==> config.mk <==
export PLATFORM = sky130hd
export DESIGN_NAME = step_pulse_generator
export DESIGN_NICKNAME = d
export VERILOG_FILES = /design/src/rtl/spg_pkg.sv /design/src/rtl/step_pulse_generator.sv /design/src/rtl/spg_ctrl.sv /design/src/rtl/spg_datapath.sv
export SDC_FILE = /design/constraint.sdc
export NUM_CORES = 1
export LEC_CHECK = 0
export BUFFER_PORTS_ARGS = -buffer_cell sky130_fd_sc_hd__buf_4
export CORE_MARGIN = 2
export CORE_UTILIZATION = 62
export CTS_CLUSTER_DIAMETER = 40
export DETAILED_ROUTE_END_ITERATION = 7
export PLACE_DENSITY = 0.82
export SYNTH_ARGS = -nofsm -noshare
export SYNTH_HDL_FRONTEND = slang
export SYNTH_HIERARCHICAL = 1
export SYNTH_SLANG_ARGS = --single-unit
==> constraint.sdc <==
create_clock -name clk -period 10.8 [get_ports clk]
set_input_delay 1.62 -clock clk [delete_from_list [all_inputs] [get_ports clk]]
set_output_delay 1.62 -clock clk [all_outputs]
set_load 0.005 [all_outputs]
==> src/rtl/spg_pkg.sv <==
// Shared types and constants for the step pulse generator.
// Used by spg_ctrl, spg_datapath, spg_checker and step_pulse_generator; no dependencies.
`timescale 1ns / 1ps

package spg_pkg;

  // Item codes on the mode field
  typedef enum logic [1:0] {
    MODE_TICK = 2'd0,
    MODE_RATE = 2'd1,
    MODE_STOP = 2'd2,
    MODE_NOP  = 2'd3
  } mode_t;

  // Timebase and position sizing
  localparam int SLOW_PRESCALE = 16;
  localparam int PRESC_W       = (SLOW_PRESCALE > 2) ? $clog2(SLOW_PRESCALE) : 1;
  localparam int POSITION_BITS = 32;

  // Field widths
  localparam int RATE_W   = 25;
  localparam int MAG_W    = 24;
  localparam int WHOLE_W  = 23;
  localparam int FRAC_W   = 16;
  localparam int ACC_W    = 17;
  localparam int WIDTH_W  = 4;
  localparam int OUT_POS_W = 32;
  localparam int PULSE_W  = 32;

  // Rate limits in millisteps per second
  localparam logic signed [RATE_W-1:0] RATE_LIMIT     = 25'sd10000000;
  localparam logic signed [RATE_W-1:0] RATE_LIMIT_NEG = -25'sd10000000;
  localparam logic [MAG_W-1:0] RATE_STOP_BELOW = 24'd50;
  localparam logic [MAG_W-1:0] RATE_SLOW_BELOW = 24'd1000;

  // Timebase clocks in ticks per second
  localparam longint unsigned CLK_FAST = 64'd5000000;
  localparam longint unsigned CLK_SLOW = CLK_FAST / SLOW_PRESCALE;

  // Pulse width in timebase ticks, at least two
  localparam longint unsigned WIDTH_FAST_RAW = (CLK_FAST + 64'd499999) / 64'd500000;
  localparam longint unsigned WIDTH_SLOW_RAW = (CLK_SLOW + 64'd499999) / 64'd500000;
  localparam logic [WIDTH_W-1:0] WIDTH_FAST =
    WIDTH_W'((WIDTH_FAST_RAW < 64'd2) ? 64'd2 : WIDTH_FAST_RAW);
  localparam logic [WIDTH_W-1:0] WIDTH_SLOW =
    WIDTH_W'((WIDTH_SLOW_RAW < 64'd2) ? 64'd2 : WIDTH_SLOW_RAW);

  // Divider: period = clk * 65536000 / |rate| in 1/65536-tick units
  localparam int DVD_W     = 49;
  localparam int QUOT_W    = WHOLE_W + FRAC_W;
  localparam logic [DVD_W-1:0] DVD_FAST = DVD_W'(CLK_FAST * 64'd65536000);
  localparam logic [DVD_W-1:0] DVD_SLOW = DVD_W'(CLK_SLOW * 64'd65536000);
  localparam int DIV_STEPS = DVD_W;
  localparam int DIV_CNT_W = $clog2(DIV_STEPS);

  // Controller to datapath commands
  typedef struct packed {
    logic apply_item;   // item applied without division: tick, stop, no-op, small rate
    logic start_div;    // latch a rate command and load the divider
    logic div_step;     // one quotient bit
    logic apply_rate;   // commit the divided rate
  } spg_cmd_t;

  // Datapath to controller status
  typedef struct packed {
    logic rate_div;     // item on the input is a rate command that needs division
    logic div_last;     // divider is on its final bit
    logic out_free;     // output register can take a result this cycle
  } spg_status_t;

endpackage

==> src/rtl/step_pulse_generator.sv <==
// A tick, stop, no-op or small-rate item gives its result in the output register in the cycle
// after it is taken; a rate command of |rate| >= 50 is committed after the divide and finish
// states. One tick, stop, no-op or small-rate item per cycle while the output is not stalled;
// a rate command holds the input while a restoring divider finds 49 quotient bits, one per cycle.
// Reset (rst_n low, synchronous) stops the timer, clears position and count, empties the output.
// Top level of the step pulse generator; depends on spg_pkg, spg_ctrl, spg_datapath.
`timescale 1ns / 1ps

module step_pulse_generator (
  input  logic                                 clk,
  input  logic                                 rst_n,
  input  logic                                 in_valid,
  output logic                                 in_ready,
  input  logic [1:0]                           in_mode,
  input  logic signed [spg_pkg::RATE_W-1:0]    in_rate_millisteps,
  output logic                                 out_valid,
  input  logic                                 out_ready,
  output logic                                 out_step_level,
  output logic                                 out_direction_reverse,
  output logic signed [spg_pkg::OUT_POS_W-1:0] out_position_count,
  output logic [spg_pkg::PULSE_W-1:0]          out_total_pulses,
  output logic                                 out_running
);

  spg_pkg::spg_cmd_t    cmd;
  spg_pkg::spg_status_t status;

  // Sequencer
  spg_ctrl u_ctrl (
    .clk      (clk),
    .rst_n    (rst_n),
    .in_valid (in_valid),
    .in_ready (in_ready),
    .status   (status),
    .cmd      (cmd)
  );

  // Timer, counters, divider and result register
  spg_datapath u_datapath (
    .clk                   (clk),
    .rst_n                 (rst_n),
    .cmd                   (cmd),
    .status                (status),
    .in_mode               (in_mode),
    .in_rate_millisteps    (in_rate_millisteps),
    .out_valid             (out_valid),
    .out_ready             (out_ready),
    .out_step_level        (out_step_level),
    .out_direction_reverse (out_direction_reverse),
    .out_position_count    (out_position_count),
    .out_total_pulses      (out_total_pulses),
    .out_running           (out_running)
  );

endmodule

==> src/rtl/spg_ctrl.sv <==
// Sequencing controller for the step pulse generator.
// Depends on spg_pkg; drives spg_datapath through spg_cmd_t.
`timescale 1ns / 1ps

module spg_ctrl (
  input  logic                clk,
  input  logic                rst_n,
  input  logic                in_valid,
  output logic                in_ready,
  input  spg_pkg::spg_status_t status,
  output spg_pkg::spg_cmd_t   cmd
);

  typedef enum logic [1:0] {
    ST_IDLE,
    ST_DIVIDE,
    ST_FINISH
  } state_t;

  state_t state_r;
  state_t state_nxt;
  logic   accept;

  // Input is taken only when idle and the result slot is free
  assign in_ready = (state_r == ST_IDLE) && status.out_free;
  assign accept   = in_valid && in_ready;

  // Commands and next state
  always_comb begin
    cmd       = '0;
    state_nxt = state_r;
    unique case (state_r)
      ST_IDLE: begin
        if (accept) begin
          if (status.rate_div) begin
            cmd.start_div = 1'b1;
            state_nxt     = ST_DIVIDE;
          end else begin
            cmd.apply_item = 1'b1;
          end
        end
      end
      ST_DIVIDE: begin
        cmd.div_step = 1'b1;
        if (status.div_last) begin
          state_nxt = ST_FINISH;
        end
      end
      ST_FINISH: begin
        if (status.out_free) begin
          cmd.apply_rate = 1'b1;
          state_nxt      = ST_IDLE;
        end
      end
      default: state_nxt = ST_IDLE;
    endcase
  end

  // State register
  always_ff @(posedge clk) begin
    if (!rst_n) begin
      state_r <= ST_IDLE;
    end else begin
      state_r <= state_nxt;
    end
  end

endmodule

==> src/rtl/spg_datapath.sv <==
// Step timer, position counters, rate divider and result register.
// Depends on spg_pkg; commanded by spg_ctrl.
`timescale 1ns / 1ps

module spg_datapath (
  input  logic                                 clk,
  input  logic                                 rst_n,
  input  spg_pkg::spg_cmd_t                    cmd,
  output spg_pkg::spg_status_t                 status,
  input  logic [1:0]                           in_mode,
  input  logic signed [spg_pkg::RATE_W-1:0]    in_rate_millisteps,
  output logic                                 out_valid,
  input  logic                                 out_ready,
  output logic                                 out_step_level,
  output logic                                 out_direction_reverse,
  output logic signed [spg_pkg::OUT_POS_W-1:0] out_position_count,
  output logic [spg_pkg::PULSE_W-1:0]          out_total_pulses,
  output logic                                 out_running
);

  // Architectural state
  logic                                     phase_r, phase_nxt;
  logic signed [spg_pkg::RATE_W-1:0]        rate_r, rate_nxt;
  logic [spg_pkg::WHOLE_W-1:0]              whole_r, whole_nxt;
  logic [spg_pkg::FRAC_W-1:0]               frac_r, frac_nxt;
  logic [spg_pkg::ACC_W-1:0]                acc_r, acc_nxt;
  logic [spg_pkg::WIDTH_W-1:0]              width_r, width_nxt;
  logic                                     slow_r, slow_nxt;
  logic [spg_pkg::WHOLE_W-1:0]              count_r, count_nxt;
  logic [spg_pkg::PRESC_W-1:0]              presc_r, presc_nxt;
  logic                                     armed_r, armed_nxt;
  logic                                     step_r, step_nxt;
  logic                                     dir_r, dir_nxt;
  logic [spg_pkg::POSITION_BITS-1:0]        pos_r, pos_nxt;
  logic [spg_pkg::PULSE_W-1:0]              pulses_r, pulses_nxt;

  // Divider
  logic signed [spg_pkg::RATE_W-1:0]        sat_r;
  logic [spg_pkg::MAG_W-1:0]                mag_r;
  logic                                     slow_sel_r;
  logic [spg_pkg::DVD_W-1:0]                dvd_r;
  logic [spg_pkg::MAG_W-1:0]                rem_r;
  logic [spg_pkg::QUOT_W-1:0]               quot_r;
  logic [spg_pkg::DIV_CNT_W-1:0]            div_cnt_r;
  logic [spg_pkg::MAG_W:0]                  rem_sh;
  logic                                     rem_ge;

  // Output register
  logic                                     out_valid_r;
  logic                                     out_step_r;
  logic                                     out_dir_r;
  logic signed [spg_pkg::OUT_POS_W-1:0]     out_pos_r;
  logic [spg_pkg::PULSE_W-1:0]              out_pulses_r;
  logic                                     out_run_r;

  // Input decode
  spg_pkg::mode_t                           mode;
  logic signed [spg_pkg::RATE_W-1:0]        sat_rate;
  logic signed [spg_pkg::RATE_W-1:0]        neg_rate;
  logic [spg_pkg::MAG_W-1:0]                in_mag;

  // Helpers
  logic                                     tick_fire;
  logic [spg_pkg::ACC_W:0]                  acc_sum;
  logic                                     was_running;
  logic [spg_pkg::WHOLE_W-1:0]              new_whole;
  logic [spg_pkg::WIDTH_W-1:0]              new_width;
  logic signed [63:0]                       pos_ext;

  // Saturate the rate and take its magnitude
  assign mode     = spg_pkg::mode_t'(in_mode);
  assign sat_rate = (in_rate_millisteps > spg_pkg::RATE_LIMIT)     ? spg_pkg::RATE_LIMIT :
                    (in_rate_millisteps < spg_pkg::RATE_LIMIT_NEG) ? spg_pkg::RATE_LIMIT_NEG :
                    in_rate_millisteps;
  assign neg_rate = -sat_rate;
  assign in_mag   = sat_rate[spg_pkg::RATE_W-1] ? neg_rate[spg_pkg::MAG_W-1:0]
                                                : sat_rate[spg_pkg::MAG_W-1:0];

  assign status.rate_div = (mode == spg_pkg::MODE_RATE) && (in_mag >= spg_pkg::RATE_STOP_BELOW);
  assign status.div_last = (div_cnt_r == spg_pkg::DIV_CNT_W'(spg_pkg::DIV_STEPS - 1));
  assign status.out_free = !out_valid_r || out_ready;

  // Restoring divider, one quotient bit per cycle
  assign rem_sh = {rem_r, dvd_r[spg_pkg::DVD_W-1]};
  assign rem_ge = (rem_sh >= {1'b0, mag_r});

  always_ff @(posedge clk) begin
    if (cmd.start_div) begin
      sat_r      <= sat_rate;
      mag_r      <= in_mag;
      slow_sel_r <= (in_mag < spg_pkg::RATE_SLOW_BELOW);
      dvd_r      <= (in_mag < spg_pkg::RATE_SLOW_BELOW) ? spg_pkg::DVD_SLOW : spg_pkg::DVD_FAST;
      rem_r      <= '0;
      quot_r     <= '0;
      div_cnt_r  <= '0;
    end else if (cmd.div_step) begin
      rem_r     <= rem_ge ? spg_pkg::MAG_W'(rem_sh - {1'b0, mag_r}) : rem_sh[spg_pkg::MAG_W-1:0];
      dvd_r     <= {dvd_r[spg_pkg::DVD_W-2:0], 1'b0};
      quot_r    <= {quot_r[spg_pkg::QUOT_W-2:0], rem_ge};
      div_cnt_r <= div_cnt_r + 1'b1;
    end
  end

  // Timer helpers
  assign tick_fire   = !slow_r || (presc_r == spg_pkg::PRESC_W'(spg_pkg::SLOW_PRESCALE - 1));
  assign acc_sum     = {1'b0, acc_r} + (spg_pkg::ACC_W + 1)'(frac_r);
  assign was_running = (rate_r != '0);
  assign new_whole   = quot_r[spg_pkg::QUOT_W-1:spg_pkg::FRAC_W];
  assign new_width   = slow_sel_r ? spg_pkg::WIDTH_SLOW : spg_pkg::WIDTH_FAST;

  // Next state of the step timer
  always_comb begin
    phase_nxt  = phase_r;
    rate_nxt   = rate_r;
    whole_nxt  = whole_r;
    frac_nxt   = frac_r;
    acc_nxt    = acc_r;
    width_nxt  = width_r;
    slow_nxt   = slow_r;
    count_nxt  = count_r;
    presc_nxt  = presc_r;
    armed_nxt  = armed_r;
    step_nxt   = step_r;
    dir_nxt    = dir_r;
    pos_nxt    = pos_r;
    pulses_nxt = pulses_r;

    if (cmd.apply_item) begin
      unique case (mode)
        spg_pkg::MODE_TICK: begin
          if (slow_r) begin
            presc_nxt = tick_fire ? '0 : presc_r + 1'b1;
          end
          if (tick_fire && armed_r) begin
            if (count_r <= spg_pkg::WHOLE_W'(1)) begin
              // Expiry
              armed_nxt = 1'b0;
              if (!phase_r) begin
                // End of low phase: raise the step pin
                if (was_running) begin
                  step_nxt   = 1'b1;
                  phase_nxt  = 1'b1;
                  dir_nxt    = rate_r[spg_pkg::RATE_W-1];
                  pos_nxt    = rate_r[spg_pkg::RATE_W-1] ? pos_r - 1'b1 : pos_r + 1'b1;
                  pulses_nxt = pulses_r + 1'b1;
                  count_nxt  = spg_pkg::WHOLE_W'(width_r);
                  armed_nxt  = 1'b1;
                end
              end else begin
                // End of high phase: drop the pin, reload with carry
                step_nxt  = 1'b0;
                phase_nxt = 1'b0;
                if (was_running) begin
                  if (acc_sum[spg_pkg::ACC_W-1+1] || acc_sum[spg_pkg::FRAC_W]) begin
                    acc_nxt   = spg_pkg::ACC_W'(acc_sum - (spg_pkg::ACC_W + 1)'(1 << spg_pkg::FRAC_W));
                    count_nxt = whole_r + 1'b1;
                  end else begin
                    acc_nxt   = acc_sum[spg_pkg::ACC_W-1:0];
                    count_nxt = whole_r;
                  end
                  armed_nxt = 1'b1;
                end
              end
            end else begin
              count_nxt = count_r - 1'b1;
            end
          end
        end
        spg_pkg::MODE_RATE, spg_pkg::MODE_STOP: begin
          // Stop, or a rate too small to run
          rate_nxt = '0;
        end
        spg_pkg::MODE_NOP: begin
        end
        default: begin
        end
      endcase
    end else if (cmd.apply_rate) begin
      rate_nxt  = sat_r;
      whole_nxt = new_whole;
      frac_nxt  = quot_r[spg_pkg::FRAC_W-1:0];
      width_nxt = new_width;
      if (was_running && (slow_sel_r != slow_r)) begin
        // Timebase switch while running: rearm the current phase
        slow_nxt  = slow_sel_r;
        acc_nxt   = '0;
        presc_nxt = '0;
        count_nxt = phase_r ? spg_pkg::WHOLE_W'(new_width) : new_whole;
        armed_nxt = 1'b1;
      end else if (!was_running) begin
        // Start from stopped
        slow_nxt  = slow_sel_r;
        acc_nxt   = '0;
        phase_nxt = 1'b0;
        presc_nxt = '0;
        count_nxt = new_whole;
        armed_nxt = 1'b1;
      end
    end
  end

  // State registers
  always_ff @(posedge clk) begin
    if (!rst_n) begin
      phase_r  <= 1'b0;
      rate_r   <= '0;
      whole_r  <= '0;
      frac_r   <= '0;
      acc_r    <= '0;
      width_r  <= '0;
      slow_r   <= 1'b0;
      count_r  <= '0;
      presc_r  <= '0;
      armed_r  <= 1'b0;
      step_r   <= 1'b0;
      dir_r    <= 1'b0;
      pos_r    <= '0;
      pulses_r <= '0;
    end else begin
      phase_r  <= phase_nxt;
      rate_r   <= rate_nxt;
      whole_r  <= whole_nxt;
      frac_r   <= frac_nxt;
      acc_r    <= acc_nxt;
      width_r  <= width_nxt;
      slow_r   <= slow_nxt;
      count_r  <= count_nxt;
      presc_r  <= presc_nxt;
      armed_r  <= armed_nxt;
      step_r   <= step_nxt;
      dir_r    <= dir_nxt;
      pos_r    <= pos_nxt;
      pulses_r <= pulses_nxt;
    end
  end

  // Position sign-extended from its own width
  assign pos_ext = 64'(signed'(pos_nxt));

  // Result register
  always_ff @(posedge clk) begin
    if (!rst_n) begin
      out_valid_r <= 1'b0;
    end else if (cmd.apply_item || cmd.apply_rate) begin
      out_valid_r <= 1'b1;
    end else if (out_ready) begin
      out_valid_r <= 1'b0;
    end
  end

  always_ff @(posedge clk) begin
    if (cmd.apply_item || cmd.apply_rate) begin
      out_step_r   <= step_nxt;
      out_dir_r    <= dir_nxt;
      out_pos_r    <= pos_ext[spg_pkg::OUT_POS_W-1:0];
      out_pulses_r <= pulses_nxt;
      out_run_r    <= (rate_nxt != '0);
    end
  end

  assign out_valid             = out_valid_r;
  assign out_step_level        = out_step_r;
  assign out_direction_reverse = out_dir_r;
  assign out_position_count    = out_pos_r;
  assign out_total_pulses      = out_pulses_r;
  assign out_running           = out_run_r;

endmodule

# --- Word level (Yosys, flattened, before mapping) ---
# Cells that the tools add are included.
# W data, S select, Z words.
op_classes:
  addsub: 11
  magnitude_cmp: 6
  n_eq_ne: 22
  n_mux: 97
  n_bitwise: 1
  n_reduce_logical: 27
ops:
  columns: ["op", "count"]
  rows:
  - ["$mux W32", 13]
  - ["$mux W23", 12]
  - ["$mux W17", 10]
  - ["$mux W49", 3]
  - ["$mux W25", 5]
  - ["$add A32 B1 Y32 const B", 2]
  - ["$reduce_bool A25 Y1", 2]
  - ["$mux W24", 2]
  - ["$mux W1", 37]
  - ["$mux W4", 8]
  - ["$sub A32 B1 Y32 const B", 1]
  - ["$ge A25 B24 Y1", 1]
  - ["$gt A25 B25 Y1 const B", 1]
  - ["$lt A25 B25 Y1 const B", 1]
  - ["$ge A24 B6 Y1 const B", 1]
  - ["$lt A24 B10 Y1 const B", 1]
  - ["$neg A24 Y24", 1]
  - ["$sub A24 B24 Y24", 1]
  - ["$add A23 B1 Y23 const B", 1]
  - ["$le A23 B1 Y1 const B", 1]
  - ["$sub A23 B1 Y23 const B", 1]
  - ["$add A17 B16 Y18", 1]
  - ["$ne A2 B2 Y1 const B", 9]
  - ["$sub A17 B17 Y17 const B", 1]
  - ["25 further kinds", 48]
totals:
  reg_bits: 419
  output_inout_bits: 69

# --- Logic depth before layout (Yosys ltp) ---
# Gate-level depths: netlist of the first run.
logic_depth:
  ltp_word: 12
  ltp_mapped: 31
  depth_no_buf: 26

# --- Hierarchy ---
# The synthesis of the first run kept the hierarchy.
by_module_without_submodules:
  columns: ["module", "instances", "cells_each", "area_per_inst_um2", "seq_area_each_um2"]
  rows:
  - ["spg_datapath", 1, 2251, 20509.7, 9308.9]
  - ["spg_ctrl", 1, 14, 130.1, 40.0]

# --- Worst setup path before layout of the first run ---
# OpenSTA, ideal clock, no wires.
synth_path:
  path_kind: "input-to-reg"
  from: "input in_rate_millisteps[8] in the netlist's numbering"
  to: "register u_datapath.out_dir_r (netlist: u_datapath/out_direction_reverse), enable pin"
  arrival_time_ns: 8.166
  setup_slack_ns: 2.213
  stages: 27
  cell_sequence: "clkbuf_1 -> a211o_2 -> a21oi_1 -> nor2_1 -> o2111ai_1 -> a21oi_1 -> o21ai_0 -> ha_1 -> clkbuf_8 -> clkbuf_1 -> nor2_2 -> nand2_1 -> ha_1 -> nand4_1 -> or3_4 -> mux2_4 -> nor2b_2 -> o31ai_1 -> or4_4 -> nor3b_4 -> a31oi_1 -> nor2_1 -> clkbuf_1 -> clkbuf_1 -> clkbuf_1 -> nor2_1 -> inv_1"
synth_rtl:
  columns: ["element", "line", "source"]
  rows:
  - ["start, declared", "step_pulse_generator.sv:15", "input logic signed [spg_pkg::RATE_W-1:0] in_rate_millisteps,"]
  - ["end signal, assigned", "spg_datapath.sv:254", "out_dir_r <= dir_nxt;"]
  - ["end, declared", "spg_datapath.sv:51", "logic out_dir_r;"]

==> results.sh, run 1 <==
export IMPL_period_needed_ns=8.47
export IMPL_synth_top_family_by_area="simple AND/OR/NAND/NOR gates"
export IMPL_pin_count=100
export IMPL_setup_violations=0
export IMPL_cpPeakStageDelay_ns=0.56
export IMPL_drive_gt1_frac=0.113
export IMPL_die_x_um=186
export IMPL_clk_pin_slew_ns=0.06
export IMPL_antenna_found_initial=0
export IMPL_gp_congestion=0.915
export IMPL_drt_wl_total_um=47100
export IMPL_cts_root_buffer="clkbuf_16"
export IMPL_viasPerCell=5.96
export IMPL_crit_path_end_kind="flip-flop"
export IMPL_placedCellCount=2705
export IMPL_finalSetupTns_ns=0
export IMPL_postCtsSetupRepairBufs=0
export IMPL_die_area_sq_mm=0.0348
export IMPL_synth_flop_cell="dfxtp_1"
export IMPL_clock_skew_ns=0.0268
export IMPL_synth_compound_area_frac=0.157
export IMPL_fp_row_count=66
export IMPL_grt_first_pass_wirelength_um=78200
export IMPL_start_util=0.633
export IMPL_synthCells=2265
export IMPL_powerDensity_mw_per_mm2=177
export IMPL_grt_util_all_layers=0.265
export IMPL_post_route_drc_count=0
export IMPL_yosys_area_share_simple=0.208
export IMPL_synth_adder_area_share=0.0520
export IMPL_layout_cells_non_filler=2803
export IMPL_drt_iter0_drc=1245
export IMPL_path_max_fanout=57
export IMPL_num_vias=16700
export IMPL_status="completed"
export IMPL_synthMuxAreaShare=0.0256
export IMPL_core_area_sq_mm=0.0326
export IMPL_drv_slew=0
export IMPL_yosysTopAreaCell="dfxtp_1"
export IMPL_yosysSeqAreaShare=0.453
export IMPL_cp_required_ns=11.31
export IMPL_max_slew_worst_pin_slew_ns=0.966
export IMPL_synth_seq_cells=395
export IMPL_numCtsBuffers=52
export IMPL_globalRoute_totalOverflow=0
export IMPL_netlist_area_leader_share=0.243
export IMPL_ys_warn_count=6
export IMPL_dp_hpwl_um=31100
export IMPL_synthTopCellsByCount="nand2_1, dfxtp_1, nor2_1, a21oi_1, edfxtp_1"
export IMPL_synth_avg_cell_area_sq_um=9.11
export IMPL_fmax_ghz=0.118
export IMPL_cts_max_path_buffers=3
export IMPL_cts_repair_resize_count=0
export IMPL_synthTopCellsByArea="dfxtp_1, edfxtp_1, ha_1"
export IMPL_drt_pre_antenna_iters=7
export IMPL_crit_path_start_kind="input port"
export IMPL_port_buffers=99
export IMPL_synth_xor_area_frac=0.0603
export IMPL_maxCapViolations=0
export IMPL_ir_drop_uv=215
export IMPL_power_mw=4.12
export IMPL_final_area_sq_mm=0.0233
export IMPL_hold_viol=0
export IMPL_clock_sinks=395
export IMPL_synth_nets=2380
export IMPL_synth_edf_count=144
export IMPL_grt_max_degree=75
export IMPL_cts_tree="done"
export IMPL_n_antenna_cell=0
export IMPL_power_leakage_nw=9.23
export IMPL_wire_per_inst_um=16.8
export IMPL_postCtsHoldBufs=0
export IMPL_dpl_instance_area_sq_mm=0.0215
export IMPL_die_y_um=186
export IMPL_yosysUniqueCellTypes=102
export IMPL_nets=2432
export IMPL_detail_route_antenna_nets=0
export IMPL_hp_class="flip-flop to flip-flop"
export IMPL_final_period_utilization=0.784
export IMPL_worstSetupPathType="input port to flip-flop"
export IMPL_cp_arrival_ns=8.98
export IMPL_fillCellCount=2419
export IMPL_ys_async_sr_fraction=0
export IMPL_synthToLayoutAreaGrowth_pct=12.9
export IMPL_clk_latency_ns=0.57
export IMPL_grt_pass1_vias=16400
export IMPL_slew_headroom=0.350
export IMPL_slowest_stage="or4_4"
export IMPL_finish_utilization=0.714
export IMPL_yosysMostFrequentCell="nand2_1"
export IMPL_syn_cell_area_sq_mm=0.0206
export IMPL_htree_levels=2
export IMPL_rsz0062_at_grt="no"
-- final timing paths --
path                               from  slack, ns  cells after the start                 endpoint
setup / recovery  in_rate_millisteps[8]       2.33                     29  u_datapath/pulses_r[21]
hold / removal      u_datapath/acc_r[8]       0.46                      2      u_datapath/acc_r[8]
setup reg to reg  u_datapath/count_r[2]       6.65                     11  u_datapath/pulses_r[21]
hold reg to reg     u_datapath/acc_r[8]       0.46                      2      u_datapath/acc_r[8]
-- worst max-delay path, delay by kind of cell --
| kind | cells | cell delay (ns) |
|---|---|---|
| compound gates | 8 | 1.55 |
| simple gates | 15 | 3.98 |
| buf+inv | 3 | 0.83 |
| xor+xnor | 1 | 0.21 |
| fa+ha+maj | 2 | 0.77 |
-- stage by stage --
stage,hold WS [ns],worst slack (ns)
6_report,0.457,2.33
4_1_cts,0.457,2.48
3_3_place_gp,0.442,2.21
5_1_grt,0.484,1.71
2_1_floorplan,0.435,2.21
3_5_place_dp,0.449,1.94
-- kinds of logic after synthesis --
logic type / Yosys count
XOR/XNOR: 142
buffers and inverters: 207
multiplexers: 52
AO/OA/AOI/OAI: 512
flip-flops: 395
adder cells (fa/ha/maj): 84
AND/OR/NAND/NOR: 873
-- cell usage in the layout (no fill, tap or decap), types with 15 or more instances in the layout --
cell type	n
clkbuf_16	53
nand2_1	259
ha_1	81
buf_4	118
and2_1	64
inv_1	82
nand3_1	56
a211oi_1	38
a31oi_1	25
nor2_1	233
a21o_1	32
xnor2_1	83
a21oi_1	181
nor3_1	46
a22oi_1	27
o21ai_0	69
edfxtp_1	144
and3_1	22
xor2_1	59
nand4_1	27
nand2b_1	15
mux2i_1	49
o21a_1	26
nor2b_1	27
nor4_1	39
o21ai_1	19
dfxtp_1	251
-- power breakdown --
part           total (mW)  switching (mW)  internal [mW]
combinational       0.720           0.423          0.297
sequential           1.70          0.0606           1.64
clock                1.70           0.691           1.01
total                4.12            1.17           2.94
-- layout make-up --
class | instances | area, sq um | share of cell area
well taps | 442 | 553 | 0.0237
clock buffers | 62 | 1370 | 0.0588
flip-flops and latches | 395 | 9350 | 0.401
repair buffers | 118 | 886 | 0.0380
clock inverters | 36 | 402 | 0.0172
inverters | 87 | 328 | 0.0141
multi-input cells | 1663 | 10400 | 0.447
-- registers in the layout, summed over array words and instances (netlist names), 16 cells and up --
name                           flops
u_datapath/mag_r                  23
u_datapath/rem_r                  24
u_datapath/quot_r                 39
u_datapath/count_r                23
u_datapath/rate_r                 25
u_datapath/sat_r                  25
u_datapath/pos_r                  32
u_datapath/acc_r                  17
u_datapath/out_total_pulses       32
u_datapath/whole_r                23
u_datapath/frac_r                 16
u_datapath/pulses_r               32
u_datapath/dvd_r                  28
u_datapath/out_position_count     32
-- metal layers --
metal / up-vias / part of all wire / wire (um) / track usage
li1: 8173 / - / - / -
met1: 7898 / 0.43 / 20200 / 0.338
met2: 524 / 0.49 / 23100 / 0.460
met3: 112 / 0.056 / 2630 / 0.0406
met4: 0 / 0.025 / 1190 / 0.0919
met5: - / 0 / 0 / 0
Power figures use the tool's default switching activity.
==> run 2, diff against run 1 <==
--- a/config.mk
+++ b/config.mk
@@ -5,6 +5,7 @@
 export SDC_FILE = /design/constraint.sdc
 export NUM_CORES = 1
 export LEC_CHECK = 0
+export ABC_AREA = 1
 export BUFFER_PORTS_ARGS = -buffer_cell sky130_fd_sc_hd__buf_4
 export CORE_MARGIN = 2
 export CORE_UTILIZATION = 62
==> constraint.sdc (replaced) <==
create_clock -name clk -period 8.4 [get_ports clk]
set_input_delay 1.26 -clock clk [delete_from_list [all_inputs] [get_ports clk]]
set_output_delay 1.26 -clock clk [all_outputs]
set_load 0.005 [all_outputs]
==> results.sh, run 2 <==
export IMPL_grt_pass1_vias=17900
export IMPL_cp_common_cell="nand2_1"
export IMPL_ys_warn_count=6
export IMPL_synth_edf_count=144
export IMPL_synthTopCellsByCount="nand2_1, inv_1, nor2_1, dfxtp_1, a21oi_1"
export IMPL_intPower_mw=3.85
export IMPL_die_area_sq_mm=0.0356
export IMPL_fmax_ghz=0.145
export IMPL_clk_latency_ns=0.59
export IMPL_clock_skew_ns=0.0222
export IMPL_synth_seq_cells=395
export IMPL_p_switching_mw=1.61
export IMPL_path_max_fanout=23
export IMPL_hold_viol=0
export IMPL_crit_path_end_kind="flip-flop"
export IMPL_cts_repair_resize_count=0
export IMPL_grt_max_degree=76
export IMPL_grt_first_pass_wirelength_um=85300
export IMPL_port_buffers=99
export IMPL_viasPerCell=5.63
export IMPL_largest_reg_flops=39
export IMPL_drt_iter0_drc=1462
export IMPL_pwr_share_comb=0.184
export IMPL_gp_congestion=0.949
export IMPL_cts_root_buffer="clkbuf_16"
export IMPL_num_vias=18900
export IMPL_powerDensity_mw_per_mm2=227
export IMPL_antenna_found_initial=0
export IMPL_p_clk_frac=0.414
export IMPL_yosysSeqAreaShare=0.441
export IMPL_swShare=0.295
export IMPL_crit_path_start_kind="input port"
export IMPL_cts_tree="done"
export IMPL_slowest_stage="nor2_1"
export IMPL_max_slew_worst_pin_slew_ns=1.10
export IMPL_status="completed"
export IMPL_setup_violations=0
export IMPL_ir_drop_uv=262
export IMPL_worstSetupPathType="input port to flip-flop"
export IMPL_start_util=0.630
export IMPL_ys_async_sr_fraction=0
export IMPL_nets=2977
export IMPL_synth_nets=2893
export IMPL_cpPeakStageDelay_ns=0.74
export IMPL_yosysTopAreaCell="dfxtp_1"
export IMPL_synth_flop_cell="dfxtp_1"
export IMPL_met2_usage=0.500
export IMPL_n_antenna_cell=0
export IMPL_postCtsSetupRepairBufs=0
export IMPL_synthCells=2778
export IMPL_fp_row_count=67
export IMPL_yosysUniqueCellTypes=58
export IMPL_drive_gt1_frac=0.0926
export IMPL_detail_route_antenna_nets=0
export IMPL_post_route_drc_count=0
export IMPL_final_area_sq_mm=0.0241
export IMPL_use_met1=0.379
export IMPL_finalSetupTns_ns=0
export IMPL_maxCapViolations=0
export IMPL_syn_cell_area_sq_mm=0.0212
export IMPL_die_x_um=189
export IMPL_layout_cells_non_filler=3353
export IMPL_drt_wl_total_um=52400
export IMPL_cp_arrival_ns=7.42
export IMPL_drv_slew=0
export IMPL_power_leakage_nw=10.5
export IMPL_multiInputGateArea_sq_mm=0.0100
export IMPL_layout_common_cells="nand2_1, inv_1, nor2_1"
export IMPL_postCtsHoldBufs=0
export IMPL_wire_per_inst_um=15.6
export IMPL_synthToLayoutAreaGrowth_pct=13.7
export IMPL_slew_headroom=0.261
export IMPL_numCtsBuffers=51
export IMPL_period_needed_ns=6.92
export IMPL_rsz0062_at_grt="no"
export IMPL_placedCellCount=3257
export IMPL_dp_hpwl_um=37400
export IMPL_cts_max_path_buffers=3
export IMPL_pin_count=100
export IMPL_final_period_utilization=0.823
export IMPL_regArea_sq_mm=0.00935
export IMPL_grt_util_all_layers=0.291
export IMPL_top_usage_layer="met2"
export IMPL_hp_class="flip-flop to flip-flop"
export IMPL_clock_sinks=395
export IMPL_netlist_area_leader_share=0.237
export IMPL_final_common_cell="nand2_1"
export IMPL_die_y_um=189
export IMPL_globalRoute_totalOverflow=0
export IMPL_drt_pre_antenna_iters=6
export IMPL_synth_avg_cell_area_sq_um=7.62
export IMPL_grtUsageMet3=0.0427
export IMPL_fillCellCount=2607
export IMPL_clk_pin_slew_ns=0.05
export IMPL_cp_required_ns=8.90
export IMPL_synthTopCellsByArea="dfxtp_1, edfxtp_1, nand2_1"
export IMPL_seqPwrFrac=0.402
export IMPL_dpl_instance_area_sq_mm=0.0223
export IMPL_largest_register="u_datapath/quot_r"
export IMPL_power_mw=5.46
export IMPL_yosysMostFrequentCell="nand2_1"
export IMPL_core_area_sq_mm=0.0336
export IMPL_htree_levels=2
## run 2: worst max-delay path: cells and delay by family
kind	cells	cell delay, ns
AND/OR/NAND/NOR	18	3.02
AO/OA/AOI/OAI	8	2.00
adder cells (fa/ha/maj)	1	0.73
buffers and inverters	3	0.38
## run 2: power groups by stage
stage	clock network [mW]	registers (mW)	logic, mW
6_report	2.26	2.19	1.00
5_1_grt	2.37	2.20	1.13
4_1_cts	2.29	2.19	0.991
3_5_place_dp	0	2.23	0.982
3_3_place_gp	0	2.23	0.959
2_1_floorplan	0	2.21	0.732
## run 2: routing by layer
metal	share of wire	wire (um)	vias up
met5	0	0	-
li1	-	-	9360
met3	0.057	2970	121
met1	0.44	23000	8758
met2	0.48	25000	624
met4	0.027	1410	0
## run 2: per-stage QoR
stage	hold WS [ns]	utilization	setup WS (ns)
after floorplan	0.441	-	1.53
after global placement	0.453	0.662	1.29
after detailed placement	0.464	0.662	0.996
after CTS	0.472	0.716	1.57
after global routing	0.485	0.716	0.782
final	0.473	0.716	1.48
## run 2: kinds of logic after synthesis
| logic type | synth area share |
|---|---|
| compound gates | 0.145 |
| xor+xnor | 0.0447 |
| fa+ha+maj | 0.0507 |
| buf+inv | 0.0862 |
| flops | 0.441 |
| simple gates | 0.232 |
## run 2: final timing paths
kind | start | slack [ns] | cells past startpoint | to
max | in_rate_millisteps[7] | 1.48 | 30 | u_datapath/acc_r[7]
min | u_datapath/acc_r[9] | 0.47 | 2 | u_datapath/acc_r[9]
max reg2reg | u_datapath/frac_r[0] | 4.47 | 16 | u_datapath/count_r[18]
min reg2reg | u_datapath/acc_r[9] | 0.47 | 2 | u_datapath/acc_r[9]
## run 2: area by class of cell
class,count,area share
well taps,448,0.0233
multi-input cells,1904,0.415
clock buffers,60,0.0571
clock inverters,36,0.0180
inverters,393,0.0614
repair buffers,117,0.0365
flip-flops and latches,395,0.388
